--- config.mk ---
export PLATFORM = sky130hd
export DESIGN_NAME = string_to_integer_any_base_top
export DESIGN_NICKNAME = d
export VERILOG_FILES = /design/src/rtl/stia_pkg.sv /design/src/rtl/string_to_integer_any_base_top.sv /design/src/rtl/stia_char_class.sv
export SDC_FILE = /design/constraint.sdc
export NUM_CORES = 1
export LEC_CHECK = 0
export ABC_AREA = 1
export BUFFER_PORTS_ARGS = -buffer_cell sky130_fd_sc_hd__buf_4
export CAP_MARGIN = 20
export CORE_MARGIN = 2
export CORE_UTILIZATION = 40
export CTS_CLUSTER_SIZE = 10
export DETAILED_ROUTE_END_ITERATION = 10
export SYNTH_ARGS = -nofsm -noshare
export SYNTH_HDL_FRONTEND = slang
export SYNTH_HIERARCHICAL = 1
export SYNTH_SLANG_ARGS = --single-unit
--- constraint.sdc ---
create_clock -name clock -period 7.8 [get_ports clock]
set_input_delay 0 -clock clock [delete_from_list [all_inputs] [get_ports clock]]
set_output_delay 0 -clock clock [all_outputs]
set_load 0.02 [all_outputs]
--- src/rtl/stia_pkg.sv ---
package stia_pkg;

   // Payload widths
   localparam int unsigned CharWidth  = 8;
   localparam int unsigned ValueWidth = 64;
   localparam int unsigned PosWidth   = 16;
   localparam int unsigned BaseWidth  = 6;

   // Saturation point of the character position counters
   localparam logic [PosWidth-1:0] MaxLen = 16'hFFFF;

   // Base limits and special digit codes
   localparam logic [BaseWidth-1:0] MaxBase   = 6'd36;
   localparam logic [BaseWidth-1:0] DigitNone = 6'd37;   // never below any base
   localparam logic [BaseWidth-1:0] BaseAuto  = 6'd0;
   localparam logic [BaseWidth-1:0] BaseBin   = 6'd2;
   localparam logic [BaseWidth-1:0] BaseOct   = 6'd8;
   localparam logic [BaseWidth-1:0] BaseDec   = 6'd10;
   localparam logic [BaseWidth-1:0] BaseHex   = 6'd16;

   // Configuration register indexes
   localparam logic CsrRadix      = 1'b0;
   localparam logic CsrSkipSpaces = 1'b1;

   // Character codes
   localparam logic [CharWidth-1:0] ChSpace = 8'h20;
   localparam logic [CharWidth-1:0] ChTab   = 8'h09;
   localparam logic [CharWidth-1:0] ChCr    = 8'h0D;
   localparam logic [CharWidth-1:0] ChPlus  = 8'h2B;
   localparam logic [CharWidth-1:0] ChMinus = 8'h2D;
   localparam logic [CharWidth-1:0] ChZero  = 8'h30;
   localparam logic [CharWidth-1:0] ChNine  = 8'h39;
   localparam logic [CharWidth-1:0] ChUpA   = 8'h41;
   localparam logic [CharWidth-1:0] ChUpZ   = 8'h5A;
   localparam logic [CharWidth-1:0] ChLoA   = 8'h61;
   localparam logic [CharWidth-1:0] ChLoZ   = 8'h7A;
   localparam logic [CharWidth-1:0] ChUpX   = 8'h58;
   localparam logic [CharWidth-1:0] ChLoX   = 8'h78;
   localparam logic [CharWidth-1:0] ChUpB   = 8'h42;
   localparam logic [CharWidth-1:0] ChLoB   = 8'h62;

   // Input beat
   typedef struct packed {
      logic [CharWidth-1:0] ch;
      logic                 last;
   } req_type;

   // Result beat
   typedef struct packed {
      logic signed [ValueWidth-1:0] value;
      logic [PosWidth-1:0]          stop_offset;
   } rsp_type;

   // Character class flags from the decoder
   typedef struct packed {
      logic                 is_white;
      logic                 is_plus;
      logic                 is_minus;
      logic                 is_zero;
      logic                 is_x;
      logic                 is_b;
      logic [BaseWidth-1:0] digit;
   } char_class_type;

endpackage

--- src/rtl/string_to_integer_any_base_top.sv ---
// String to integer converter, bases 2 to 36 with prefix detection.
// Input channel (req_): one character per beat in req_data.ch, with
// req_data.last set on the final character of a string. Every string
// yields exactly one result beat on the rsp_ channel: the parsed value
// (two's complement, wrapping modulo 2^64) and the count of characters
// consumed before parsing stopped (saturating at 65535).
// Configuration (csr_): radix (index 0, 0 = detect from prefix, above 36
// acts as 36) and skip_spaces (index 1). Write only between strings;
// the radix is sampled on the first character of each string.
// Throughput: one character per cycle while the input is not stalled.
// Each beat is registered at the input, then the parse state (and, for
// a last character, the result register) is updated from it by one
// 64 x 6 multiply-accumulate; results are driven on rsp_ from that register.
// A stalled result holds its beat; characters that produce no result
// keep flowing, and the input stalls only when a last character must
// wait for the result register.
// Reset (synchronous, active high) clears the parse state and the valid
// flags of both pipeline registers, and sets radix to 10 and skip_spaces to 0.
module string_to_integer_any_base_top
   import stia_pkg::*;
(
   input  logic                 clock,
   input  logic                 reset,
   input  logic                 req_valid,
   output logic                 req_stall,
   input  req_type              req_data,
   output logic                 rsp_valid,
   input  logic                 rsp_stall,
   output rsp_type              rsp_data,
   input  logic                 csr_wr_en,
   input  logic                 csr_index,
   input  logic [BaseWidth-1:0] csr_wdata
);

   typedef enum logic [1:0] {
      PhSpace,
      PhSign,
      PhDigits,
      PhDone
   } phase_type;

   // Configuration registers
   logic [BaseWidth-1:0] radix_ff;
   logic                 skip_ff;

   // Input stage
   logic    in_valid_ff;
   req_type in_data_ff;

   // Parse state
   phase_type              phase_ff, phase_in;
   logic                   neg_ff, neg_in;
   logic [ValueWidth-1:0]  acc_ff, acc_in;
   logic [BaseWidth-1:0]   base_ff, base_in;
   logic                   pz_ff, pz_in;
   logic [PosWidth-1:0]    pos_ff, pos_in;
   logic [PosWidth-1:0]    stop_ff, stop_in;

   // Result stage
   logic    rsp_valid_ff;
   rsp_type rsp_data_ff, rsp_data_in;

   char_class_type       cls;
   logic                 advance;
   logic                 taken;
   logic [PosWidth-1:0]  next_pos;
   logic [ValueWidth-1:0] mac;

   stia_char_class u_class (
      .ch  (in_data_ff.ch),
      .cls (cls)
   );

   // Handshake: a last character needs room in the result register
   assign advance   = in_valid_ff && (!in_data_ff.last || !rsp_valid_ff || !rsp_stall);
   assign req_stall = in_valid_ff && !advance;
   assign rsp_valid = rsp_valid_ff;
   assign rsp_data  = rsp_data_ff;

   assign next_pos = (pos_ff == MaxLen) ? MaxLen : pos_ff + 1'b1;

   // Parse step for the registered character
   always_comb begin
      phase_in = phase_ff;
      neg_in   = neg_ff;
      acc_in   = acc_ff;
      pz_in    = pz_ff;
      stop_in  = stop_ff;
      pos_in   = next_pos;
      taken    = 1'b0;
      mac      = '0;
      base_in  = base_ff;

      // base latched on the first character of a string
      if (pos_ff == '0 && phase_ff == PhSpace) begin
         base_in = (radix_ff > MaxBase) ? MaxBase : radix_ff;
      end

      if (phase_in == PhSpace) begin
         if (skip_ff && cls.is_white) begin
            stop_in = next_pos;
            taken   = 1'b1;
         end else begin
            phase_in = PhSign;
         end
      end

      // sign run
      if (!taken && phase_in == PhSign) begin
         if (cls.is_minus) begin
            neg_in  = !neg_ff;
            stop_in = next_pos;
            taken   = 1'b1;
         end else if (cls.is_plus) begin
            stop_in = next_pos;
            taken   = 1'b1;
         end else begin
            phase_in = PhDigits;
            if (cls.is_zero && (base_in == BaseAuto || base_in == BaseHex ||
                                base_in == BaseBin)) begin
               pz_in   = 1'b1;
               stop_in = next_pos;
               taken   = 1'b1;
            end else if (base_in == BaseAuto) begin
               base_in = BaseDec;
            end
         end
      end

      // prefix letter after a leading zero, then digits
      if (!taken && phase_in == PhDigits) begin
         if (pz_ff) begin
            pz_in = 1'b0;
            if (cls.is_x && (base_in == BaseAuto || base_in == BaseHex)) begin
               base_in = BaseHex;
               stop_in = next_pos;
               taken   = 1'b1;
            end else if (cls.is_b && (base_in == BaseAuto || base_in == BaseBin)) begin
               base_in = BaseBin;
               stop_in = next_pos;
               taken   = 1'b1;
            end else if (base_in == BaseAuto) begin
               base_in = BaseOct;
            end
         end
         if (!taken) begin
            if (cls.digit < base_in) begin
               mac     = acc_ff * {{(ValueWidth-BaseWidth){1'b0}}, base_in};
               acc_in  = mac + {{(ValueWidth-BaseWidth){1'b0}}, cls.digit};
               stop_in = next_pos;
            end else begin
               phase_in = PhDone;
            end
         end
      end

      rsp_data_in.value       = neg_in ? (~acc_in + 1'b1) : acc_in;
      rsp_data_in.stop_offset = stop_in;
   end

   // Configuration writes
   always_ff @(posedge clock) begin
      if (reset) begin
         radix_ff <= BaseDec;
         skip_ff  <= 1'b0;
      end else if (csr_wr_en) begin
         unique case (csr_index)
            CsrRadix:      radix_ff <= csr_wdata;
            CsrSkipSpaces: skip_ff  <= csr_wdata[0];
            default:       radix_ff <= radix_ff;
         endcase
      end
   end

   // Input register
   always_ff @(posedge clock) begin
      if (reset) begin
         in_valid_ff <= 1'b0;
      end else if (req_valid && !req_stall) begin
         in_valid_ff <= 1'b1;
      end else if (advance) begin
         in_valid_ff <= 1'b0;
      end
      if (req_valid && !req_stall) begin
         in_data_ff <= req_data;
      end
   end

   // Parse state: back to start after each last character
   always_ff @(posedge clock) begin
      if (reset) begin
         phase_ff <= PhSpace;
         neg_ff   <= 1'b0;
         acc_ff   <= '0;
         base_ff  <= '0;
         pz_ff    <= 1'b0;
         pos_ff   <= '0;
         stop_ff  <= '0;
      end else if (advance) begin
         if (in_data_ff.last) begin
            phase_ff <= PhSpace;
            neg_ff   <= 1'b0;
            acc_ff   <= '0;
            base_ff  <= '0;
            pz_ff    <= 1'b0;
            pos_ff   <= '0;
            stop_ff  <= '0;
         end else begin
            phase_ff <= phase_in;
            neg_ff   <= neg_in;
            acc_ff   <= acc_in;
            base_ff  <= base_in;
            pz_ff    <= pz_in;
            pos_ff   <= pos_in;
            stop_ff  <= stop_in;
         end
      end
   end

   // Result register
   always_ff @(posedge clock) begin
      if (reset) begin
         rsp_valid_ff <= 1'b0;
      end else if (advance && in_data_ff.last) begin
         rsp_valid_ff <= 1'b1;
      end else if (!rsp_stall) begin
         rsp_valid_ff <= 1'b0;
      end
      if (advance && in_data_ff.last) begin
         rsp_data_ff <= rsp_data_in;
      end
   end

endmodule

--- src/rtl/stia_char_class.sv ---
module stia_char_class
   import stia_pkg::*;
(
   input  logic [CharWidth-1:0] ch,
   output char_class_type       cls
);

   logic [CharWidth-1:0] off;

   // Digit value: 0-9, then letters of either case from 10 up
   always_comb begin
      off = '0;
      cls.digit = DigitNone;
      if (ch >= ChZero && ch <= ChNine) begin
         off = ch - ChZero;
         cls.digit = off[BaseWidth-1:0];
      end else if (ch >= ChUpA && ch <= ChUpZ) begin
         off = ch - ChUpA + 8'd10;
         cls.digit = off[BaseWidth-1:0];
      end else if (ch >= ChLoA && ch <= ChLoZ) begin
         off = ch - ChLoA + 8'd10;
         cls.digit = off[BaseWidth-1:0];
      end
   end

   // Punctuation and prefix letters
   assign cls.is_white = (ch == ChSpace) || (ch >= ChTab && ch <= ChCr);
   assign cls.is_plus  = (ch == ChPlus);
   assign cls.is_minus = (ch == ChMinus);
   assign cls.is_zero  = (ch == ChZero);
   assign cls.is_x     = (ch == ChLoX) || (ch == ChUpX);
   assign cls.is_b     = (ch == ChLoB) || (ch == ChUpB);

endmodule
==> run metrics, run 1 <==
Clock Pin Slew Worst Setup and Hold Paths=0.06 ns; clock root cell=clkbuf_16; remaining antenna violation count=0; share of cells above drive strength 1=23.7%; Final Hold Vio Count=0; total power=around 0.0038 W; Synth area leader=fa_1; global route overflow=0; Post-synth EDFFs=89; slew margin rel.=26.5%; RSZ-0062 raised after global routing=yes; syn nets=4025; clock buffer count from CTS=25; DRT iter0 DRCs=roughly 2100; routed vias=between 20000 and 30000; Area Growth Syn to Fin=29.6%; Worst Setup SP=pos_ff[4]$_SDFFE_PP0P_; initial antenna violation count=3; DRC viols=0; Cells on Worst Hold Path=2; final setup vio count=0; sequential share of the synthesized area=20.0%; fin crit period=7.54 ns; clock sink count=204; IO buf count=102; Pins Over Slew Limit=0; fmax=0.133 GHz; # rows=91; Max Fanout on Critical Path=10; most frequent cells in the layout=966 x nand2_1, 552 x buf_4, 528 x nor2_1; Ports=103; FF-to-FF Start=pos_ff[4]$_SDFFE_PP0P_; post-synthesis cell type count=52; CTS tree=yes; status=completed; average wire per standard cell=18.4 µm; Avg Inst Size Synth=6.86 µm²; fin area=between 30000 and 40000 µm²; hold slack=0.00151 ns; n_diodes=0; PnR worst setup slack=0.259 ns; global-route wire length before repair=between 100000 and 150000 µm; maximum vdd drop=0.111 mV; CP Launch Type=flop; die area=64100 µm²; pin count of the biggest net entering global routing=91; CTS Buffer Depth=3; via/cell ratio=5.16; Nets=4537; Final period util=between 90% and 100%; max_cap viols=0; DRT Pass-1 Iters=6; total routed wirelength=about 92000 µm; die width=253 µm; Crit path required time=8.10 ns; post-synthesis instance total=between 3000 and 4000; asr flop ratio synth=0%; Tightest Pin Transition=1.10 ns; starting density of the core=40.3%; dominant cells by area after synthesis=fa_1 19%, nand2_1 16%, edfxtp_1 11%; vias in the first global route=25233; CP Capture Type=flop; GRT Total Usage=28.5%; type of the tightest min-delay check=in -> reg; Synth warnings=6; Skew-Pair Late Insertion Delay=0.57 ns; start point of the worst hold path=reset; Setup CP Type=reg -> reg; #FFs+latches synth=204; commonest non-fill, non-tap cell in the layout=nand2_1; # H-tree levels=1; die height=253 µm; Worst path slowest cell=fa_1; worst reg2reg path depth=between 40 and 50; Post-DP HPWL=74300 µm; Top cell by count, worst path=nand2_1; DP Area=approximately 30000 µm²; GP Congestion=1.07; Max stage delay on crit path=0.50 ns; pre-CTS setup slack=-0.137 ns; Yosys top cell area share=19.3%; P_leak=15.6 nW; synthesized area=around 25000 µm²; Clock Skews=0.0275 ns; Placeable Area=just over 60000 µm²; most used flip-flop cell after synthesis=dfxtp_1; crit path DAT=~7.8 ns; Pwr Density=119 nW/µm²
-- per-stage QoR --
step / util (%) / TNS, ns / std cells
after CTS: 49.9 / 0 / 4972
after global routing: 52.3 / -0.990 / 4986
after detailed placement: 48.1 / -1.20 / 4893
after floorplan: - / 0 / 3619
after global placement: 48.1 / -0.534 / 4893
final: 52.3 / 0 / 4986
-- logic make-up after synthesis --
kind of cell / after synthesis / synth area share, %
AOI/OAI and AO/OA: 413 / 8.96
DFF: 204 / 20.0
adders and majority gates: 385 / 26.7
buffers and inverters: 523 / 8.23
xor gates and xnor gates: 87 / 3.07
and+or+nand+nor: 2007 / 33.1
-- flip-flops by register name (all words and copies together), names as in the netlist --
| name | cells |
|---|---|
| pz_ff | 1 |
| pos_ff | 16 |
| neg_ff | 1 |
| radix_ff | 6 |
| in_data_ff | 9 |
| rsp_data | 80 |
| in_valid_ff | 1 |
| rsp_valid | 1 |
| base_ff | 6 |
| phase_ff | 2 |
| acc_ff | 64 |
| stop_ff | 16 |
| skip_ff | 1 |
-- critical path: cells and delay by family (launching register included) --
kind                     cells  cell delay, ns
flip-flops                   1            0.31
AO/OA/AOI/OAI                2            0.35
buffers and inverters        9            1.19
AND/OR/NAND/NOR             31            3.36
adder cells (fa/ha/maj)      5            2.07
-- cell type report --
class                           instances  area [µm²]
Fill cell                            6131       29400
Multi-Input combinational cell       2892       19200
Sequential cell                       204        4980
Timing Repair Buffer                  596        4660
Inverter                              412        1560
Tap cell                              837        1050
Clock buffer                           42         719
Clock inverter                          3        32.5
-- repair_timing --
item                                    in CTS  in global routing
buffers inserted                             2                 14
hold buffers                                32                  0
endpoints found under the setup margin      21                 52
pin swaps                                    1                 69
gates resized for setup                      8                376
endpoints found under the hold margin       18                  0
-- routing by layer --
metal  vias to the layer above  routed length (µm)  track usage (%)
met5                         -                  16                0
met2                       903               41700             46.0
met4                         2                2850             8.32
li1                      12449                   -                -
met3                       138                6470             3.96
met1                     12253               40800             39.7
-- worst paths after layout --
kind                            slack [ns]                      end
worst max-delay path                  0.26   rsp_data[77]$_DFFE_PP_
worst min-delay path                 0.002  base_ff[5]$_SDFFE_PP0P_
worst max register to register        0.26   rsp_data[77]$_DFFE_PP_
worst min register to register        0.47  stop_ff[4]$_SDFFE_PP0P_
-- cell usage after synthesis, types with 7 or more instances --
cell	n
edfxtp_1	89
nand2_1	1038
nand3_1	141
dfxtp_1	115
buf_6	7
a21oi_1	214
fa_1	240
a31oi_1	7
o21ai_0	115
a21boi_0	8
nor2_1	659
inv_1	399
nand2_2	11
o21bai_1	13
nand3b_1	9
xnor2_1	18
nor3_1	19
clkbuf_1	67
ha_1	145
nand4_1	70
inv_2	11
buf_2	10
o21ai_1	30
nor2_2	31
xor2_1	69
buf_1	24
-- power breakdown --
group | internal, W | switching (W) | total [W]
registers | 0.00115 | 0.0000209 | 0.00117
clock network | 0.000628 | 0.000490 | 0.00112
logic | 0.000525 | 0.00102 | 0.00155
total | 0.00230 | 0.00153 | 0.00383
(Power assumes the default switching activity.)
==> run 2, diff against run 1 <==
--- a/config.mk
+++ b/config.mk
@@ -5,7 +5,6 @@
 export SDC_FILE = /design/constraint.sdc
 export NUM_CORES = 1
 export LEC_CHECK = 0
-export ABC_AREA = 1
 export BUFFER_PORTS_ARGS = -buffer_cell sky130_fd_sc_hd__buf_4
 export CAP_MARGIN = 20
 export CORE_MARGIN = 2
==> run metrics, run 2 <==
global route overflow=0; most frequent cell after synthesis=and2_1; most frequent cells in the layout=543 x buf_4, 287 x and2_1, 248 x nor2_1; Setup CP Type=reg -> reg; Largest register FFs=80; XOR/XNOR Fraction of Synth Area=4.72%; dominant cells by area after synthesis=fa_1 20%, edfxtp_1 11%, dfxtp_1 9.6%; asr flop ratio synth=0%; global-route wire length before repair=128000 µm; pin count of the biggest net entering global routing=75; Avg Inst Size Synth=8.92 µm²; Tightest Pin Transition=approximately 1.2 ns; multiplexer share of the synthesized area=1.66%; Pwr Density=107 nW/µm²; Area Growth Syn to Fin=32.3%; die height=~250 µm; CP Capture Type=flop; GRT Total Usage=26.2%; # rows=89; Max stage delay on crit path=0.55 ns; Max Fanout on Critical Path=8; PnR worst setup slack=-0.410 ns; post-synthesis instance total=2677; clock buffer count from CTS=28; Clock Skews=about 0.021 ns; post-synthesis adder-cell area fraction=27.7%; DRC viols=0; crit path DAT=8.56 ns; synthesized area=23900 µm²; commonest non-fill, non-tap cell in the layout=buf_4; slew margin rel.=22.8%; P_leak=14.3 nW; die area=61600 µm²; Post-DP HPWL=about 59000 µm; largest family of logic cells by synthesized area=adder cells; routed vias=between 20000 and 25000; fmax=0.122 GHz; GP Congestion=slightly below 1; Fin Setup TNS=-8.35 ns; DRT iter0 DRCs=1579; vias in the first global route=about 23000; fin crit period=8.21 ns; Yosys top cell area share=20.1%; status=complete, but fails checks; remaining antenna violation count=0; maximum vdd drop=0.155 mV; CTS tree=yes; top cells by count, synth=291 x and2_1, 259 x nor2_1, 240 x fa_1, 200 x nand2_1, 173 x a21oi_1; Synth area leader=fa_1; Clock Pin Slew Worst Setup and Hold Paths=0.06 ns; compound-cell area share of the yosys netlist=16.8%; most used flip-flop cell after synthesis=dfxtp_1; fill count=5310; flip-flop and latch area=4970 µm²; final setup vio count=35; pre-CTS setup slack=-0.624 ns; via/cell ratio=5.65; CTS Buffer Depth=3; violated checks=negative setup slack; max_cap viols=0; starting density of the core=approximately two fifths; Synth Area in Simple Gates=23.8%; share of cells above drive strength 1=28.0%; clock root cell=clkbuf_16; Skew-Pair Late Insertion Delay=0.60 ns; # H-tree levels=1; type of the tightest min-delay check=in -> reg; die width=~250 µm; r2r setup slk=-0.41 ns; n_diodes=0; #FFs+latches synth=204; syn nets=between 3000 and 4000; post-synthesis cell type count=110; Final period util=105%; Worst path slowest cell=or4_4; Post-synth EDFFs=89; sequential share of the synthesized area=20.8%; Pins Over Slew Limit=0; DRT Pass-1 Iters=8; clock sink count=204; average wire per standard cell=20.8 µm; total routed wirelength=82200 µm; IO buf count=102; Placeable Area=about 59000 µm²; area of the multi-input gates=19400 µm²; Nets=approximately 3600; RSZ-0062 raised after global routing=yes; initial antenna violation count=1; Final Hold Vio Count=0; Ports=about 100; CP Launch Type=flop; Crit path required time=8.15 ns; Synth warnings=6
==> run 2: cell type report <==
class,instances,share of cell area [%]
Multi-Input combinational cell,2206,61.3
Timing Repair Buffer,616,16.0
Sequential cell,204,15.7
Tap cell,773,3.06
Clock buffer,39,2.45
Inverter,99,1.18
Clock inverter,11,0.230
==> run 2: logic make-up after synthesis <==
kind of cell | after synthesis
compound gates | 594
buf+inv | 267
simple gates | 1062
flops | 204
mux | 38
fa+ha+maj | 385
xor+xnor | 127
==> run 2: path summary, 6_finish.rpt <==
kind | endpoint | cells past startpoint | startpoint
max | rsp_data[68]$_DFFE_PP_ | 34 | in_data_ff[1]$_DFFE_PP_
min | in_data_ff[8]$_DFFE_PP_ | 2 | req_data[8]
max reg2reg | rsp_data[68]$_DFFE_PP_ | 34 | in_data_ff[1]$_DFFE_PP_
min reg2reg | stop_ff[10]$_SDFFE_PP0P_ | 2 | stop_ff[10]$_SDFFE_PP0P_
==> run 2: worst max-delay path: cells and delay by family, from the launching register on <==
family,cells,cell delay [ns]
fa+ha+maj,6,2.29
compound gates,11,2.24
simple gates,8,1.78
buf+inv,6,0.77
flops,1,0.38
xor+xnor,2,0.24
mux,1,0.23
==> run 2: power breakdown <==
part	internal (W)	switching [W]
registers	0.00114	0.0000184
clock network	0.000688	0.000543
logic	0.000409	0.000594
==> run 2: per-stage QoR <==
| stage | power [W] | instances | area (µm²) | utilization [%] | hold slack [ns] |
|---|---|---|---|---|---|
| after CTS | 0.00324 | 3911 | 30400 | 51.5 | 0.0920 |
| after global placement | 0.00193 | 3770 | 28100 | 47.5 | 0.178 |
| after global routing | 0.00351 | 3948 | 31600 | 53.5 | 0.117 |
| after detailed placement | 0.00194 | 3770 | 28100 | 47.5 | 0.179 |
| final | 0.00339 | 3948 | 31600 | 53.5 | 0.121 |
| after floorplan | 0.00161 | 2677 | 23900 | - | 0.0989 |
==> run 2: layer usage <==
layer / vias to the layer above / global-route usage [%] / share of wire (%)
li1: 10261 / - / -
met1: 11143 / 34.1 / 42
met2: 761 / 44.5 / 48
met3: 160 / 4.30 / 6.9
met4: 0 / 8.09 / 3.3
met5: - / 0 / 0
==> run 2: what timing repair did <==
item | CTS | global route
cloned | 1 | 3
hold endpoints to repair | 66 | 0
gates resized for setup | 118 | 176
endpoints found under the setup margin | 31 | 80
hold buffers | 33 | 0
pin swaps | 41 | 62
buffers inserted | 57 | 45
